--- config.mk ---
export PLATFORM = sky130hd
export DESIGN_NAME = unique_key_table_with_remove_min
export DESIGN_NICKNAME = d
export VERILOG_FILES = /design/src/ukt_pkg.sv /design/src/ukt_ctrl.sv /design/src/ukt_dp.sv /design/src/unique_key_table_with_remove_min.sv
export SDC_FILE = /design/constraint.sdc
export NUM_CORES = 2
export LEC_CHECK = 0
export BUFFER_PORTS_ARGS = -buffer_cell sky130_fd_sc_hd__buf_2
export CAP_MARGIN = 20
export CORE_MARGIN = 1.5
export CORE_UTILIZATION = 45
export CTS_CLUSTER_SIZE = 40
export DETAILED_ROUTE_END_ITERATION = 10
export SYNTH_ARGS = -nofsm -noshare
export SYNTH_HDL_FRONTEND = slang
export SYNTH_HIERARCHICAL = 1
export SYNTH_SLANG_ARGS = --single-unit
--- constraint.sdc ---
create_clock -name clk -period 40.3 [get_ports clk]
set_clock_uncertainty 0.15 [all_clocks]
set_input_delay 4.03 -clock clk [delete_from_list [all_inputs] [get_ports clk]]
set_output_delay 4.03 -clock clk [all_outputs]
set_load 0.01 [all_outputs]
--- src/ukt_pkg.sv ---
`timescale 1ns / 1ps
// Shared types and codes for the unique key table.
// No dependencies; imported by the controller, datapath and top level.
package ukt_pkg;

	typedef enum logic [1:0] {
		FUNC_INSERT = 2'd0,
		FUNC_LIST   = 2'd1,
		FUNC_REMOVE = 2'd2,
		FUNC_NONE   = 2'd3
	} func_t;

	typedef enum logic [2:0] {
		ST_INSERTED  = 3'd0,
		ST_DUPLICATE = 3'd1,
		ST_FULL      = 3'd2,
		ST_LISTED    = 3'd3,
		ST_REMOVED   = 3'd4,
		ST_EMPTY     = 3'd5
	} status_t;

	// Where the next result takes its entry fields from.
	typedef enum logic [1:0] {
		OSRC_ZERO = 2'b01,
		OSRC_RD   = 2'b10,
		OSRC_MIN  = 2'b11
	} osrc_t;

	typedef struct packed {
		logic [63:0]        tag;
		logic signed [31:0] bal;
		logic signed [31:0] key;
	} entry_t;

	typedef struct packed {
		logic    latch;
		logic    idx_clr;
		logic    idx_inc;
		logic    idx_ld_min;
		logic    rd_en;
		logic    rd_next;
		logic    wr_ins;
		logic    wr_shift;
		logic    cnt_dec;
		logic    min_upd;
		logic    out_load;
		osrc_t   out_src;
		status_t out_code;
		logic    out_last;
	} cmd_t;

	typedef struct packed {
		logic count_zero;
		logic full;
		logic idx_last;
		logic key_match;
		logic out_free;
	} sts_t;

endpackage

--- src/ukt_ctrl.sv ---
`timescale 1ns / 1ps
// Sequencer for the unique key table: decodes a request and steps the datapath.
// Depends on ukt_pkg for the command, status and code types.
module ukt_ctrl
	import ukt_pkg::*;
(
	input  logic       clk,
	input  logic       arst_n,
	input  logic       req_valid,
	input  func_t      req_func,
	output logic       req_ready,
	input  sts_t       sts,
	output cmd_t       cmd
);

	typedef enum logic [11:0] {
		S_IDLE    = 12'b000000000001,
		S_RESP    = 12'b000000000010,
		S_INS_RD  = 12'b000000000100,
		S_INS_CHK = 12'b000000001000,
		S_INS_WR  = 12'b000000010000,
		S_LST_RD  = 12'b000000100000,
		S_LST_OUT = 12'b000001000000,
		S_RM_RD   = 12'b000010000000,
		S_RM_CHK  = 12'b000100000000,
		S_RM_OUT  = 12'b001000000000,
		S_SH_RD   = 12'b010000000000,
		S_SH_WR   = 12'b100000000000
	} state_t;

	state_t  state_q, state_d;
	status_t code_q, code_d;

	assign req_ready = (state_q == S_IDLE);

	always_ff @(posedge clk or negedge arst_n) begin
		if (!arst_n) begin
			state_q <= S_IDLE;
			code_q  <= ST_INSERTED;
		end else begin
			state_q <= state_d;
			code_q  <= code_d;
		end
	end

	always_comb begin
		state_d      = state_q;
		code_d       = code_q;
		cmd          = '0;
		cmd.out_src  = OSRC_ZERO;
		cmd.out_code = code_q;
		unique case (state_q)
			S_IDLE: begin
				if (req_valid) begin
					cmd.latch   = 1'b1;
					cmd.idx_clr = 1'b1;
					unique case (req_func)
						FUNC_INSERT: begin
							if (sts.full) begin
								code_d  = ST_FULL;
								state_d = S_RESP;
							end else if (sts.count_zero) begin
								state_d = S_INS_WR;
							end else begin
								state_d = S_INS_RD;
							end
						end
						FUNC_LIST, FUNC_REMOVE: begin
							if (sts.count_zero) begin
								code_d  = ST_EMPTY;
								state_d = S_RESP;
							end else begin
								state_d = (req_func == FUNC_LIST) ? S_LST_RD : S_RM_RD;
							end
						end
						default: state_d = S_IDLE;
					endcase
				end
			end
			S_RESP: begin
				if (sts.out_free) begin
					cmd.out_load = 1'b1;
					cmd.out_last = 1'b1;
					state_d      = S_IDLE;
				end
			end
			S_INS_RD: begin
				cmd.rd_en = 1'b1;
				state_d   = S_INS_CHK;
			end
			S_INS_CHK: begin
				if (sts.key_match) begin
					code_d  = ST_DUPLICATE;
					state_d = S_RESP;
				end else if (sts.idx_last) begin
					state_d = S_INS_WR;
				end else begin
					cmd.idx_inc = 1'b1;
					state_d     = S_INS_RD;
				end
			end
			S_INS_WR: begin
				cmd.wr_ins = 1'b1;
				code_d     = ST_INSERTED;
				state_d    = S_RESP;
			end
			S_LST_RD: begin
				cmd.rd_en = 1'b1;
				state_d   = S_LST_OUT;
			end
			S_LST_OUT: begin
				cmd.out_src  = OSRC_RD;
				cmd.out_code = ST_LISTED;
				if (sts.out_free) begin
					cmd.out_load = 1'b1;
					cmd.out_last = sts.idx_last;
					if (sts.idx_last) begin
						state_d = S_IDLE;
					end else begin
						cmd.idx_inc = 1'b1;
						state_d     = S_LST_RD;
					end
				end
			end
			S_RM_RD: begin
				cmd.rd_en = 1'b1;
				state_d   = S_RM_CHK;
			end
			S_RM_CHK: begin
				cmd.min_upd = 1'b1;
				if (sts.idx_last) begin
					state_d = S_RM_OUT;
				end else begin
					cmd.idx_inc = 1'b1;
					state_d     = S_RM_RD;
				end
			end
			S_RM_OUT: begin
				cmd.out_src  = OSRC_MIN;
				cmd.out_code = ST_REMOVED;
				if (sts.out_free) begin
					cmd.out_load   = 1'b1;
					cmd.out_last   = 1'b1;
					cmd.idx_ld_min = 1'b1;
					state_d        = S_SH_RD;
				end
			end
			S_SH_RD: begin
				// close the gap one entry at a time, then drop the count
				if (sts.idx_last) begin
					cmd.cnt_dec = 1'b1;
					state_d     = S_IDLE;
				end else begin
					cmd.rd_en   = 1'b1;
					cmd.rd_next = 1'b1;
					state_d     = S_SH_WR;
				end
			end
			S_SH_WR: begin
				cmd.wr_shift = 1'b1;
				cmd.idx_inc  = 1'b1;
				state_d      = S_SH_RD;
			end
			default: state_d = S_IDLE;
		endcase
	end

endmodule

--- src/ukt_dp.sv ---
`timescale 1ns / 1ps
// Datapath of the unique key table: entry memory, count, scan index, minimum
// tracker and result register. Depends on ukt_pkg; driven by ukt_ctrl commands.
module ukt_dp
	import ukt_pkg::*;
#(
	parameter int CAPACITY = 16
) (
	input  logic          clk,
	input  logic          arst_n,
	input  cmd_t          cmd,
	output sts_t          sts,
	input  entry_t        req_entry,
	output logic          res_valid,
	input  logic          res_ready,
	output status_t       res_status,
	output entry_t        res_entry,
	output logic          res_last
);

	localparam int IW = (CAPACITY > 1) ? $clog2(CAPACITY) : 1;
	localparam int CW = $clog2(CAPACITY + 1);

	entry_t          mem [CAPACITY];
	entry_t          rd_q;
	entry_t          req_q;
	entry_t          min_q;
	logic [IW-1:0]   min_idx_q;
	logic [IW-1:0]   idx_q;
	logic [CW-1:0]   count_q;
	logic [IW-1:0]   rd_addr;
	logic [IW-1:0]   wr_addr;
	entry_t          wr_data;
	logic            wr_en;
	logic            take_min;

	assign rd_addr = cmd.rd_next ? idx_q + 1'b1 : idx_q;
	assign wr_addr = cmd.wr_ins ? count_q[IW-1:0] : idx_q;
	assign wr_data = cmd.wr_ins ? req_q : rd_q;
	assign wr_en   = cmd.wr_ins | cmd.wr_shift;

	always_ff @(posedge clk) begin
		if (wr_en) begin
			mem[wr_addr] <= wr_data;
		end
		if (cmd.rd_en) begin
			rd_q <= mem[rd_addr];
		end
	end

	always_ff @(posedge clk) begin
		if (cmd.latch) begin
			req_q <= req_entry;
		end
		if (cmd.min_upd && take_min) begin
			min_q     <= rd_q;
			min_idx_q <= idx_q;
		end
	end

	// first entry seeds the minimum; later ones replace it only when strictly lower
	assign take_min = (idx_q == '0) || ($signed(rd_q.bal) < $signed(min_q.bal));

	always_ff @(posedge clk or negedge arst_n) begin
		if (!arst_n) begin
			count_q <= '0;
			idx_q   <= '0;
		end else begin
			if (cmd.wr_ins) begin
				count_q <= count_q + 1'b1;
			end else if (cmd.cnt_dec) begin
				count_q <= count_q - 1'b1;
			end
			priority if (cmd.idx_clr) begin
				idx_q <= '0;
			end else if (cmd.idx_ld_min) begin
				idx_q <= min_idx_q;
			end else if (cmd.idx_inc) begin
				idx_q <= idx_q + 1'b1;
			end
		end
	end

	always_ff @(posedge clk or negedge arst_n) begin
		if (!arst_n) begin
			res_valid <= 1'b0;
		end else if (cmd.out_load) begin
			res_valid <= 1'b1;
		end else if (res_ready) begin
			res_valid <= 1'b0;
		end
	end

	always_ff @(posedge clk) begin
		if (cmd.out_load) begin
			res_status <= cmd.out_code;
			res_last   <= cmd.out_last;
			unique case (cmd.out_src)
				OSRC_RD:  res_entry <= rd_q;
				OSRC_MIN: res_entry <= min_q;
				default:  res_entry <= '0;
			endcase
		end
	end

	assign sts.count_zero = (count_q == '0);
	assign sts.full       = (count_q == CW'(CAPACITY));
	assign sts.idx_last   = (CW'(idx_q) == count_q - 1'b1);
	assign sts.key_match  = (rd_q.key == req_q.key);
	assign sts.out_free   = !res_valid || res_ready;

endmodule

--- src/unique_key_table_with_remove_min.sv ---
`timescale 1ns / 1ps
// Unique key table with remove-min: keeps up to CAPACITY entries of key,
// signed balance (hundredths) and owner tag in a compact, ordered table.
// Requests arrive on the s_ group: s_tuser is the operation (insert, list,
// remove-min), s_tdata carries key, balance and tag for an insert.
// Results leave on the m_ group: m_tuser is the status, m_tdata the entry
// fields, m_tlast marks the final result of a request.
// One request is worked on at a time; s_tready is high only while idle.
// Every entry access goes through the table memory with a registered read, so
// each visited entry takes a read state and then a check, output or write state:
//   insert      duplicate scan over N entries, then the write
//   list        one result per entry, waiting while the receiver keeps m_tready low
//   remove-min  scan for the minimum, result load, shifts that close the gap
//               at m (the minimum's position), then the count update
// where N is the number of stored entries. An empty table or a full one on
// insert answers without a scan. The result register holds its data while
// m_tready is low and the sequencer waits for it to drain.
// Reset empties the table (count to zero); memory contents are left as is.
// Depends on ukt_pkg, ukt_ctrl and ukt_dp.
module unique_key_table_with_remove_min
	import ukt_pkg::*;
#(
	parameter int CAPACITY = 16
) (
	input  logic         clk,
	input  logic         arst_n,
	input  logic         s_tvalid,
	output logic         s_tready,
	input  logic [127:0] s_tdata,   // key[31:0], balance[63:32], owner_tag[127:64]
	input  logic [1:0]   s_tuser,   // func[1:0]
	output logic         m_tvalid,
	input  logic         m_tready,
	output logic [127:0] m_tdata,   // entry_key[31:0], entry_balance[63:32], entry_tag[127:64]
	output logic [2:0]   m_tuser,   // status[2:0]
	output logic         m_tlast    // last
);

	cmd_t    cmd;
	sts_t    sts;
	entry_t  req_entry;
	entry_t  res_entry;
	status_t res_status;

	assign req_entry.key = s_tdata[31:0];
	assign req_entry.bal = s_tdata[63:32];
	assign req_entry.tag = s_tdata[127:64];

	ukt_ctrl u_ctrl (
		.clk       (clk),
		.arst_n    (arst_n),
		.req_valid (s_tvalid),
		.req_func  (func_t'(s_tuser)),
		.req_ready (s_tready),
		.sts       (sts),
		.cmd       (cmd)
	);

	ukt_dp #(
		.CAPACITY (CAPACITY)
	) u_dp (
		.clk        (clk),
		.arst_n     (arst_n),
		.cmd        (cmd),
		.sts        (sts),
		.req_entry  (req_entry),
		.res_valid  (m_tvalid),
		.res_ready  (m_tready),
		.res_status (res_status),
		.res_entry  (res_entry),
		.res_last   (m_tlast)
	);

	assign m_tdata = {res_entry.tag, res_entry.bal, res_entry.key};
	assign m_tuser = res_status;

	a_load_free: assert property (@(posedge clk) disable iff (!arst_n)
		cmd.out_load |-> (!m_tvalid || m_tready))
		else $error("result loaded over an undelivered result");

	a_no_ins_full: assert property (@(posedge clk) disable iff (!arst_n)
		cmd.wr_ins |-> !sts.full)
		else $error("insert written into a full table");

	a_shift_range: assert property (@(posedge clk) disable iff (!arst_n)
		(cmd.rd_en && cmd.rd_next) |-> !sts.idx_last)
		else $error("shift read past the last entry");

	a_busy_no_accept: assert property (@(posedge clk) disable iff (!arst_n)
		cmd.out_load |-> !s_tready)
		else $error("unexpected accept during result load");

endmodule

### After elaboration in Yosys (flattened, before gate mapping)

Memory sizes are Yosys's and may differ from the RTL's. A register that Yosys moved wholly into a read port is not among the register bits.
Index checks and enable logic that the tools add are counted.

| storage, ports and cells | value |
|---|---|
| logic and storage cells | 121 |
| bits in writable memories | 2048 |
| output and inout bits | 134 |
| memories | 1 |
| input port bits | 134 |
| register bits after elaboration | 417 |

| operators by class | value |
|---|---|
| bitwise gates (word level) | 1 |
| reductions and logical operators | 17 |
| multiplexer cells | 54 |
| equal/unequal tests | 27 |
| $add $sub $neg | 3 |
| $lt $le $gt $ge | 1 |

Memories:

| name | depth | bits a word | rd ports | clocked after memory_dff | wr ports | RTL line | RTL |
|---|---|---|---|---|---|---|---|
| u_dp.mem | 16 | 128 | 1 | 1 | 1 | ukt_dp.sv:24 | `entry_t mem [CAPACITY];` |

Operators with widths:

| cell | count |
|---|---|
| $pmux 128 s2 | 1 |
| $pmux 12 s12 | 1 |
| $mux 128 | 1 |
| $mux 12 | 7 |
| $eq 32x32->1 | 1 |
| $lt 32x32->1 | 1 |
| $mux 5 | 5 |
| $pmux 12 s2 | 1 |
| $mux 4 | 5 |
| $mux 1 | 17 |
| $eq 12x1->1 const B | 1 |
| $eq 12x10->1 const B | 1 |
| $eq 12x11->1 const B | 1 |
| $eq 12x12->1 const B | 1 |
| $eq 12x2->1 const B | 1 |
| $eq 12x3->1 const B | 1 |
| $eq 12x4->1 const B | 1 |
| $eq 12x5->1 const B | 1 |
| $eq 12x6->1 const B | 1 |
| $eq 12x7->1 const B | 1 |
| $eq 12x8->1 const B | 1 |
| $eq 12x9->1 const B | 1 |
| $mux 3 | 4 |
| $mux 10 | 1 |
| 31 further kinds | 46 |

### Longest topological paths before layout

| logic depth | value |
|---|---|
| word-level depth | 8 |
| mapped depth | 17 |
| mapped depth without buffers | 14 |

### By module

The synthesis kept the hierarchy.

Modules (own cells, without submodules):

| module | area each (sq um) | times used | cells an instance | sequential area each (sq um) |
|---|---|---|---|---|
| ukt_dp | 99015.0 | 1 | 4514 | 77364.2 |
| ukt_ctrl | 1149.9 | 1 | 133 | 376.6 |

### Least setup slack after synthesis

Ideal clock, no wire load.

| timing | value |
|---|---|
| path kind | reg-to-reg |
| start | reg, netlist name u_dp/rd_q[55] |
| end | reg u_dp.min_idx_q[0], enable pin |
| stages on the path, launching flop included | 7 |
| period minus slack after synthesis | 16.088 ns |
| path slack | 24.212 ns |
| library setup time | 0.992 ns |
| buffers on the path | 0 |
| required time | 39.158 ns |
| data arrival time | 14.946 ns |
| path through | edfxtp_1 ha_1 a41oi_1 o21ai_0 a221o_1 o21ba_2 nor4b_1 |

| between the ends | value |
|---|---|
| cells in the longest elaborated chain, start to end | 3 |

Ends and longest elaborated chain:

| element | RTL line | RTL |
|---|---|---|
| $lt 32x32->1 | ukt_dp.sv:62 | `assign take_min = (idx_q == '0) \|\| ($signed(rd_q.bal) < $signed(min_q.bal));` |
| $logic_or 1x1->1 | ukt_dp.sv:62 |  |
| $logic_and 1x1->1 | ukt_dp.sv:55 | `if (cmd.min_upd && take_min) begin` |
| end signal, assigned | ukt_dp.sv:57 | `min_idx_q <= idx_q;` |
| end, declared | ukt_dp.sv:28 | `logic [IW-1:0] min_idx_q;` |

No other way between the ends.
A chain may end at the register's enable or synchronous reset.

==> results.tsv <==
stage	metric	value	unit
cells_and_area	layout-drive-gt1-share	28.5	%
yosys	count_of_mapped_cells_out_of_synthesis	4647	
clock_tree	holdBufCountCts	0	
power	power.switching	1480	µW
setup_path	crit_path_frequent_cell	sky130_fd_sc_hd__buf_4	
min_path	hold_class	register to register	
yosys	synth-async-reset-ratio	0.964	%
placement	finalWeightedCongestion	0.765	
setup_path	crit_path_end_kind	register	
floorplan	start_util	45.2	%
setup_path	crit_path_max_fanout	75	
setup_path	critPathKind	register to register	
outcome	outcome	finished clean	
sta	fin_setup_tns	0	ns
yosys	syn_area	0.100	mm²
setup_path	worstPathBufferInverterCount	5	
power	p_int	4910	µW
power	power.share.sequential	51.0	%
clock_tree	cts.clk_slew.worst_paths	0.06	ns
yosys	synth-seq-cells	2593	
cells_and_area	layout.cells.most_common	sky130_fd_sc_hd__edfxtp_1	
job	drv.max_cap_violation_count	0	
cells_and_area	design_area	0.114	mm²
routing	wl_per_cell	28.9	µm
placement	dp_slack	32.09	ns
sta	rsz0062_at_grt	false	
clock_tree	numCtsBuffers	289	
yosys	synthDistinctLibCells	61	
setup_path	cp-start-kind	register	
global_route	grt_remaining_overflow	0	
yosys	synth.avg_cell_area	21.6	µm²
power	vdd_drop_max	0.0000317	V
setup_path	cpPeakStageDelay	0.86	ns
sta	setup_ws	32.32	ns
global_route	grt_first_pass_wirelength	342	mm
setup_path	critPathSlowestCell	sky130_fd_sc_hd__nor4_1	
cells_and_area	layout_common_cells	2,568 x sky130_fd_sc_hd__edfxtp_1, 512 x sky130_fd_sc_hd__mux4_2, 297 x sky130_fd_sc_hd__clkbuf_16	
cells_and_area	post-route-util	51.4	%
power	power.share.combinational	10.2	%
power	power_density	56.1	mW/mm²
floorplan	fp.coreArea	0.222	mm²
sta	fmax	125	MHz
cells_and_area	area_delta_synth_final	13.8	%
setup_path	timing.critical_path.cells	inv_1 > ha_1 > and3_1 > nor3_1 > a211oi_1 > a41oi_1 > nor4_1 > nor2_1 > mux2_8 > buf_4 > buf_4 > buf_4 > buf_4 > mux4_2 > nor2b_1 > a211oi_1 > a31oi_1	
clock_tree	cts.root.buffer_cell	sky130_fd_sc_hd__clkbuf_16	
routing	detail_route.iter0.violations	4759	
global_route	largest_net_degree_at_the_start_of_global_routing	151	
clock_tree	post_cts_resize_count	0	
global_route	grt_antenna_before_repair	12	
clock_tree	cts.repair_timing.setup_buffer_count	0	
sta	post-route-period-util	19.8	%
floorplan	die-width	475	µm
yosys	yosys_most_used_dff	sky130_fd_sc_hd__edfxtp_1	
clock_tree	cts_tree	yes	
global_route	first_global_vias	48281	
sta	shortest_clock_period_the_worst_path_allows_after_layout	7.98	ns
routing	final_antenna_net_count	0	
routing	drt_pass1_iterations	5	
routing	remaining_drc_errors	0	
global_route	globalRouteTotalUtil	21.2	%
power	clock_power_share	38.8	%
sta	maxSlewViolCount	0	
power	sw_frac_of_total	23.2	%
placement	placement.io_buffers	267	
yosys	synth-seq-area-share	77.6	%
yosys	postSynthNetCount	4820	
setup_path	critical_path_arrival	8.45	ns
power	cellLeakagePower	0.0376	µW
floorplan	placementRows	173	
placement	dp.final_hpwl	122	mm
floorplan	top_level_pins	268	
clock_tree	max-clock-path-buffers	4	
setup_path	cp.required	40.76	ns
setup_path	crit_family	buffers and inverters	
power	totalPowerFinal	6400	µW
routing	routed-via-count	47106	
sta	finalHoldViolCount	0	
clock_tree	clk-insertion-delay-late	0.94	ns
clock_tree	ctsHtreeMaxLevel	5	
clock_tree	cts.sinks	2593	
sta	relSlewSlack	25.5	%
placement	placedInstanceArea	0.105	mm²
sta	setup_viol	0	
routing	drt-vias-per-instance	5.72	
cells_and_area	num-nets-final	5238	
routing	drt_wl_total	239	mm
sta	worstMarginPinSlew	1.12	ns
yosys	number_of_flops_mapped_to_enable_cells_by_yosys	2568	
yosys	synth_warnings	6	
floorplan	dieHeight	475	µm
floorplan	fp.dieArea	0.225	mm²
Yosys cell counts, types with 2 or more instances:
cell type                  number  area (µm²)
sky130_fd_sc_hd__a211oi_1      38         285
sky130_fd_sc_hd__a21o_1         2        15.0
sky130_fd_sc_hd__a21oi_1       26         130
sky130_fd_sc_hd__a22oi_1        3        22.5
sky130_fd_sc_hd__a31oi_1       43         269
sky130_fd_sc_hd__a32oi_1        2        17.5
sky130_fd_sc_hd__a41oi_1        3        26.3
sky130_fd_sc_hd__and3_1         5        31.3
sky130_fd_sc_hd__and4_1         3        26.3
sky130_fd_sc_hd__buf_1         21        78.8
sky130_fd_sc_hd__buf_2         99         495
sky130_fd_sc_hd__buf_4         19         143
sky130_fd_sc_hd__clkbuf_1      92         345
sky130_fd_sc_hd__dfrtp_1       24         601
sky130_fd_sc_hd__edfxtp_1    2568       77100
sky130_fd_sc_hd__ha_1          39         488
sky130_fd_sc_hd__inv_1         46         173
sky130_fd_sc_hd__mux2_2       219        2470
sky130_fd_sc_hd__mux2_4         2        30.0
sky130_fd_sc_hd__mux2i_1      223        2230
sky130_fd_sc_hd__mux4_2       512       11500
sky130_fd_sc_hd__nand2_1      198         743
sky130_fd_sc_hd__nand2b_1       4        25.0
sky130_fd_sc_hd__nand3_1        6        30.0
sky130_fd_sc_hd__nand3b_1       2        15.0
sky130_fd_sc_hd__nand4_1       13        81.3
sky130_fd_sc_hd__nor2_1        51         191
sky130_fd_sc_hd__nor2b_1      167        1040
sky130_fd_sc_hd__nor3_1        15        75.1
sky130_fd_sc_hd__nor4_1        13        81.3
sky130_fd_sc_hd__nor4_2         2        25.0
sky130_fd_sc_hd__nor4_4         3        63.8
sky130_fd_sc_hd__nor4b_1        6        52.6
sky130_fd_sc_hd__o21a_1         2        15.0
sky130_fd_sc_hd__o21ai_0       11        55.1
sky130_fd_sc_hd__o21ai_1       92         460
sky130_fd_sc_hd__or2_2          2        12.5
sky130_fd_sc_hd__xnor2_1       11        96.3
sky130_fd_sc_hd__xor2_1        38         333
logic make-up (layout without fill, tap and decap cells):
| logic type | count (synthesis) | count (layout) | share of synthesized area (%) |
|---|---|---|---|
| flops | 2593 | 2593 | 77.6 |
| mux | 956 | 956 | 16.2 |
| simple gates | 495 | 495 | 2.54 |
| buf+inv | 280 | 896 | 1.26 |
| compound gates | 234 | 234 | 1.42 |
| xor+xnor | 50 | 50 | 0.456 |
| fa+ha+maj | 39 | 39 | 0.487 |
| other cells | 0 | 4 | 0 |
worst register-to-register path: stages, from the launching register on:
cell and delay [ns]:
sky130_fd_sc_hd__dfrtp_1 0.47, sky130_fd_sc_hd__inv_1 0.18, sky130_fd_sc_hd__ha_1 0.26, sky130_fd_sc_hd__and3_1 0.18
sky130_fd_sc_hd__nor3_1 0.05, sky130_fd_sc_hd__a211oi_1 0.22, sky130_fd_sc_hd__a41oi_1 0.07, sky130_fd_sc_hd__nor4_1 0.86
sky130_fd_sc_hd__nor2_1 0.46, sky130_fd_sc_hd__mux2_8 0.81, sky130_fd_sc_hd__buf_4 0.79, sky130_fd_sc_hd__buf_4 0.87
sky130_fd_sc_hd__buf_4 0.70, sky130_fd_sc_hd__buf_4 0.73, sky130_fd_sc_hd__mux4_2 0.45, sky130_fd_sc_hd__nor2b_1 0.14
sky130_fd_sc_hd__a211oi_1 0.24, sky130_fd_sc_hd__a31oi_1 0.08
registers in the layout (all words and copies together), names as in the netlist:
signal	flops
u_dp/req_q	128
u_dp/min_q	128
u_ctrl/state_q	12
u_dp/res_status	3
u_dp/rd_q	128
u_ctrl/code_q	3
u_dp/idx_q	4
u_dp/min_idx_q	4
u_dp/count_q	5
u_dp/res_valid	1
u_dp/mem	2048
u_dp/res_last	1
u_dp/res_entry	128
final timing paths:
path,slack [ns],cells after the start,endpoint,start
setup / recovery,32.32,17,u_dp/rd_q[39]$_DFFE_PP_,u_dp/count_q[0]$_DFFE_PN0P_
hold / removal,0.33,0,u_dp/min_q[75]$_DFFE_PP_,u_dp/rd_q[75]$_DFFE_PP_
hold reg to reg,0.33,0,u_dp/min_q[75]$_DFFE_PP_,u_dp/rd_q[75]$_DFFE_PP_
setup reg to reg,32.32,17,u_dp/rd_q[39]$_DFFE_PP_,u_dp/count_q[0]$_DFFE_PN0P_
max in group asynchronous,36.59,1,u_ctrl/code_q[0]$_DFFE_PN0P_,arst_n
min in group asynchronous,3.00,1,u_dp/idx_q[1]$_DFFE_PN0P_,arst_n
layout make-up:
cell class / count / area, µm²
fillers: 17515 / 108000
flip-flops and latches: 2593 / 77700
multi-input cells: 1774 / 21400
clock buffers: 355 / 7650
well taps: 2975 / 3720
repair buffers: 360 / 2180
clock inverters: 134 / 1150
inverters: 47 / 184
diodes: 4 / 10.0
power groups by stage:
stage               Clock (µW)  Sequential [µW]  Combinational, µW
floorplan                    0             3280                470
global placement             0             3320                655
global route              2640             3270                715
detailed placement           0             3320                667
finish                    2480             3260                654
CTS                       2530             3260                669
per-stage QoR:
| step | std cells | hold slack [ns] |
|---|---|---|
| after floorplan | 4647 | 0.270 |
| after global placement | 7749 | 0.311 |
| after detailed placement | 7749 | 0.315 |
| after CTS | 8238 | 0.334 |
| after global routing | 8240 | 0.341 |
| final | 8242 | 0.329 |
metal layers:
metal | vias to the layer above | global-route usage (%) | share of wire, %
li1 | 19922 | - | -
met1 | 25291 | 29.4 | 42
met2 | 1550 | 34.9 | 49
met3 | 341 | 3.25 | 6.0
met4 | 2 | 6.03 | 2.6
met5 | - | 0 | 0.0042
No activity file was read; power rests on OpenSTA's default activity.
